==> src/rtl/core/trar_pkg.sv <==
`timescale 1ns / 1ps

package trar_pkg;

    localparam int COORD_BITS = 16;
    localparam int FRAC_BITS  = 16;

    // corner differences and their products
    localparam int DIFF_BITS  = COORD_BITS + 1;
    localparam int PROD_BITS  = 2 * DIFF_BITS;
    localparam int LEN_BITS   = 2 * DIFF_BITS;
    localparam int CROSS_BITS = 2 * DIFF_BITS + 1;
    localparam int MAG_BITS   = 2 * DIFF_BITS;
    localparam int C_BITS     = 2 * MAG_BITS;
    localparam int L2SQ_BITS  = 2 * LEN_BITS;
    localparam int R_BITS     = L2SQ_BITS + 2 * FRAC_BITS;

    // ratio = isqrt(floor(L2^2 * 2^(2F) / C))
    localparam int OUT_BITS   = 32;
    localparam int ROOT_BITS  = OUT_BITS;
    localparam int QUO_BITS   = 2 * OUT_BITS;
    localparam int CMP_BITS   = R_BITS + C_BITS;

    localparam int FRONT_STAGES = 7;
    localparam int LATENCY      = FRONT_STAGES + QUO_BITS + ROOT_BITS + 1;

    typedef struct packed {
        logic valid;
        logic degen;
        logic sat;
    } trar_ctl_t;

endpackage

==> src/rtl/core/trar_sqrt.sv <==
`timescale 1ns / 1ps

module trar_sqrt (
    input  logic                            clk,
    input  logic                            rst_n,
    input  trar_pkg::trar_ctl_t             in_ctl,
    input  logic [trar_pkg::QUO_BITS-1:0]   radicand,
    output trar_pkg::trar_ctl_t             out_ctl,
    output logic [trar_pkg::ROOT_BITS-1:0]  root
);
    import trar_pkg::*;

    // one root bit per stage, two radicand bits consumed each
    logic                 vld_reg  [ROOT_BITS];
    trar_ctl_t            ctl_reg  [ROOT_BITS];
    logic [QUO_BITS-1:0]  x_reg    [ROOT_BITS];
    logic [ROOT_BITS:0]   rem_reg  [ROOT_BITS];
    logic [ROOT_BITS-1:0] root_reg [ROOT_BITS];

    for (genvar k = 0; k < ROOT_BITS; k++)
    begin : g_stage
        logic                 s_vld;
        trar_ctl_t            s_ctl;
        logic [QUO_BITS-1:0]  s_x;
        logic [ROOT_BITS:0]   s_rem;
        logic [ROOT_BITS-1:0] s_root;
        logic [ROOT_BITS+2:0] shifted;
        logic [ROOT_BITS+2:0] trial;
        logic                 fits;

        if (k == 0)
        begin : g_first
            assign s_vld  = in_ctl.valid;
            assign s_ctl  = in_ctl;
            assign s_x    = radicand;
            assign s_rem  = '0;
            assign s_root = '0;
        end
        else
        begin : g_next
            assign s_vld  = vld_reg[k-1];
            assign s_ctl  = ctl_reg[k-1];
            assign s_x    = x_reg[k-1];
            assign s_rem  = rem_reg[k-1];
            assign s_root = root_reg[k-1];
        end

        assign shifted = {s_rem, s_x[QUO_BITS-1:QUO_BITS-2]};
        assign trial   = {1'b0, s_root, 2'b01};
        assign fits    = shifted >= trial;

        always_ff @(posedge clk or negedge rst_n)
        begin
            if (!rst_n)
            begin
                vld_reg[k] <= 1'b0;
            end
            else
            begin
                vld_reg[k] <= s_vld;
            end
        end

        always_ff @(posedge clk)
        begin
            ctl_reg[k]  <= s_ctl;
            x_reg[k]    <= {s_x[QUO_BITS-3:0], 2'b00};
            rem_reg[k]  <= fits ? (ROOT_BITS+1)'(shifted - trial) : (ROOT_BITS+1)'(shifted);
            root_reg[k] <= {s_root[ROOT_BITS-2:0], fits};
        end
    end

    always_comb
    begin
        out_ctl       = ctl_reg[ROOT_BITS-1];
        out_ctl.valid = vld_reg[ROOT_BITS-1];
    end
    assign root = root_reg[ROOT_BITS-1];

endmodule

==> config.mk <==
export PLATFORM = sky130hd
export DESIGN_NAME = trar_sqrt
export DESIGN_NICKNAME = d
export VERILOG_FILES = /design/src/rtl/core/trar_pkg.sv /design/src/rtl/core/trar_sqrt.sv
export SDC_FILE = /design/constraint.sdc
export NUM_CORES = 2
export LEC_CHECK = 0
export ABC_AREA = 0
export CORE_ASPECT_RATIO = 2
export CORE_MARGIN = 4
export CORE_UTILIZATION = 43
export CTS_CLUSTER_DIAMETER = 30
export DETAILED_ROUTE_END_ITERATION = 10
export DONT_BUFFER_PORTS = 1
export GPL_TIMING_DRIVEN = 0
export HOLD_SLACK_MARGIN = 0.15
export PLACE_DENSITY = 0.57
export SLEW_MARGIN = 15
export SYNTH_ARGS = -nofsm -noshare
export SYNTH_HDL_FRONTEND = slang
export SYNTH_MEMORY_MAX_BITS = 65536
export SYNTH_SLANG_ARGS = --single-unit
==> constraint.sdc <==
create_clock -name clk -period 4.3 [get_ports clk]
set_input_delay 0.43 -clock clk [delete_from_list [all_inputs] [get_ports clk]]
set_output_delay 0.43 -clock clk [all_outputs]
set_load 0.05 [all_outputs]
==> flow_metrics.env <==
export IMPL_rows=240
export IMPL_critical_path_data_arrival_time_ns=5.05
export IMPL_worst_path_max_fanout=10
export IMPL_most_common_layout_cells="dfxtp_1, inv_1, nand2_1"
export IMPL_min_from="radicand[63]"
export IMPL_yosys_area_share_simple=0.121
export IMPL_netlist_instances=9004
export IMPL_ratio_of_total_power_to_cell_area_mw_per_mm2=649
export IMPL_finalHoldViolations=0
export IMPL_comb_pwr_share=0.156
export IMPL_finish_net_count=10100
export IMPL_muxShareOfSynthArea=0.00907
export IMPL_post_route_cells_drive_above_1_share=0.0911
export IMPL_multiInputGateArea_mm2=0.0377
export IMPL_largest_reg_flops=992
export IMPL_timing_final_crit_period_ns=4.27
export IMPL_antenna_left=0
export IMPL_crit_reg2reg_capture="rem_reg[4][58]"
export IMPL_via_count=65200
export IMPL_post_synth_cell_area_avg_um2=10.3
export IMPL_layout_setup_ws_ns=0.0333
export IMPL_flop_pwr_share=0.434
export IMPL_clk_pin_slew_ns=0.06
export IMPL_grt_start_max_net_pins=33
export IMPL_report_final_slew_viol_count=0
export IMPL_cp_end_kind="register"
export IMPL_synthesis_yosys_warnings=0
export IMPL_cts_max_path_buffers=4
export IMPL_cts_sinks=2591
export IMPL_p_clk_frac=0.410
export IMPL_routed_wl_um=265000
export IMPL_dr_pass1_iters=5
export IMPL_synth_ff_latch_count=2591
export IMPL_final_area_mm2=0.110
export IMPL_clock_tree_htree_level_count=5
export IMPL_synth_adder_area_share=0.0757
export IMPL_timing_final_crit_share=0.992
export IMPL_first_drt_iteration_drcs=2188
export IMPL_detail_route_vias_per_cell=5.19
export IMPL_outcome="finished, final reports clean"
export IMPL_grt_first_pass_wirelength_um=390000
export IMPL_timing_max_slew_rel_slack=0.0751
export IMPL_synth_ff_type="dfxtp_1"
export IMPL_mostFrequentLayoutCell="dfxtp_1"
export IMPL_placed_cell_area_mm2=0.0963
export IMPL_die_height_um=665
export IMPL_area_fraction_in_compound_gates_after_synthesis=0.121
export IMPL_floorplan_initialDensity=0.433
export IMPL_swShare=0.292
export IMPL_static_leakage_power_nw=51.6
export IMPL_first_global_vias=70200
export IMPL_worstHoldPathType="primary input to register"
export IMPL_boundaryPins=104
export IMPL_grt_antenna_before_repair=2
export IMPL_vdd_ir_drop_worst_uv=515
export IMPL_timing_max_cap_violations=0
export IMPL_final_setup_skew_ns=0.0613
export IMPL_synth_yosys_seq_area_share=0.561
export IMPL_internal_power_contribution_mw=50.7
export IMPL_worst_skew_pair_late_latency_ns=0.88
export IMPL_core_area_mm2=0.214
export IMPL_worst_hold_path_stage_count=2
export IMPL_finalWeightedCongestion=0.999
export IMPL_clock_root_buffer="clkbuf_16"
export IMPL_rr_worst_depth=11
export IMPL_synthXorXnorAreaFrac=0.0758
export IMPL_critPathKind="register to register"
export IMPL_tritoncts="built"
export IMPL_report_power_total_mw=71.6
export IMPL_design_die_area_mm2=0.223
export IMPL_filler_cell_count=19100
export IMPL_regToRegStartpoint="x_reg[1][60]"
export IMPL_dp_final_hpwl_um=213000
export IMPL_drc=0
export IMPL_post_place_ws_ns=-2.58
export IMPL_synth_fp_nets=9634
export IMPL_grt_remaining_overflow=0
export IMPL_synth_edff_count=0
export IMPL_cp_data_required_time_ns=5.09
export IMPL_synth_cell_type_count=90
export IMPL_ys_async_sr_fraction=0.0124
export IMPL_rrSetupSlack_ns=0.03
export IMPL_detail_route_wl_per_cell_um=21.1
export IMPL_numPortBuffers=0
export IMPL_syn_cell_area_mm2=0.0927
export IMPL_final_setup_viol_count=0
export IMPL_critPathLaunchType="register"
export IMPL_achievable_frequency_mhz=234
export IMPL_worst_hold_path_endpoint="rem_reg[0][0]"
export IMPL_sequential_cell_area_mm2=0.0520
export IMPL_track_usage=0.234
export IMPL_cts_made_buffers=348
export IMPL_total_switching_power_mw=21.0
export IMPL_worstMarginPinSlew_ns=1.38
export IMPL_die_x_um=336
export IMPL_layout_area_overhead_vs_synth_pct=19.1
export IMPL_synth_top_family_by_area="simple AND/OR/NAND/NOR gates"
cells in the mapped netlist (all sizes together), types with 53 or more instances:
library cell	count	area, um2
and3	53	332
o31ai	58	435
nand2	622	2330
ha	561	7020
xor2	423	3700
dfxtp	2559	51200
nor4	127	822
o21ai	505	2530
a21oi	539	2700
nand4	90	563
o21a	86	646
nand3	135	681
or2	56	350
mux2	64	721
clkbuf	139	522
or3	75	469
a21o	257	1930
xnor2	379	3320
nor2	526	1970
nand2b	106	663
nor2b	86	538
inv	708	2660
o21bai	55	413
nor3	226	1140
critical path, stage by stage, from the launching register on:
cell and delay (ns):
dfxtp_1 0.86, o21a_1 0.20, o21ai_0 0.15, a21o_1 0.25, nand3_1 0.19, a21oi_1 0.19, o31ai_2 0.54, a311o_1 0.26
clkbuf_1 0.55, nand4_1 0.40, nor4_1 0.38, xor2_1 0.21
kinds of logic (layout without fill, tap and decap cells):
kind of cell | after synthesis | count (layout)
AOI/OAI and AO/OA | 1815 | 1815
xor gates and xnor gates | 802 | 802
adders and majority gates | 561 | 561
buffers and inverters | 884 | 1660
DFF | 2591 | 2591
muxes | 76 | 76
other | 1 | 5
and+or+nand+nor | 2274 | 2274
worst max path at each step:
stage,start,to,depth (start not counted)
finish,x_reg[1][60],rem_reg[4][58],11
detailed placement,root_reg[29][0],rem_reg[7][92],13
CTS,x_reg[1][61],rem_reg[4][51],10
floorplan,root_reg[28][3],rem_reg[7][62],13
global placement,root_reg[29][0],rem_reg[7][94],13
global route,root_reg[24][1],rem_reg[6][56],12
area by class of cell:
class                   count  area share
multi-input cells        5529       0.342
plain buffers             166     0.00704
clock inverters           210      0.0243
flip-flops and latches   2591       0.471
clock buffers             421      0.0853
inverters                 711      0.0243
repair buffers            152      0.0141
diodes                      4   0.0000907
well taps                2783      0.0315
power groups by stage:
stage	registers (mW)	clock network (mW)	logic, mW
after floorplan	30.3	0	7.95
after global placement	31.5	0	10.7
after detailed placement	31.6	0	10.9
after CTS	31.1	30.0	11.2
after global routing	31.4	31.1	12.3
final	31.1	29.4	11.2
metal layers:
metal | wire length [um] | global-route usage | vias to the layer above
li1 | - | - | 31800
met1 | 58400 | 0.124 | 30700
met2 | 159000 | 0.506 | 1554
met3 | 7360 | 0.0346 | 1168
met4 | 40000 | 0.288 | 0
met5 | 0 | 0 | -
what timing repair did:
action	CTS	global route
endpoints found under the setup margin	424	163
pin swaps	4	2
buffers inserted	5	3
cloned	0	0
resized for setup	124	45
hold endpoints to repair	100	0
hold buffers	137	0
through the flow:
step	hold slack (ns)	std cells	utilization	setup TNS, ns
floorplan	0.134	9004	-	0
global placement	0.136	11800	0.449	-484.92
detailed placement	0.136	11800	0.450	-368.05
CTS	0.175	12600	0.515	0
global route	0.220	12600	0.515	-0.00410
finish	0.246	12600	0.516	0
Power figures use the tool's default switching activity.
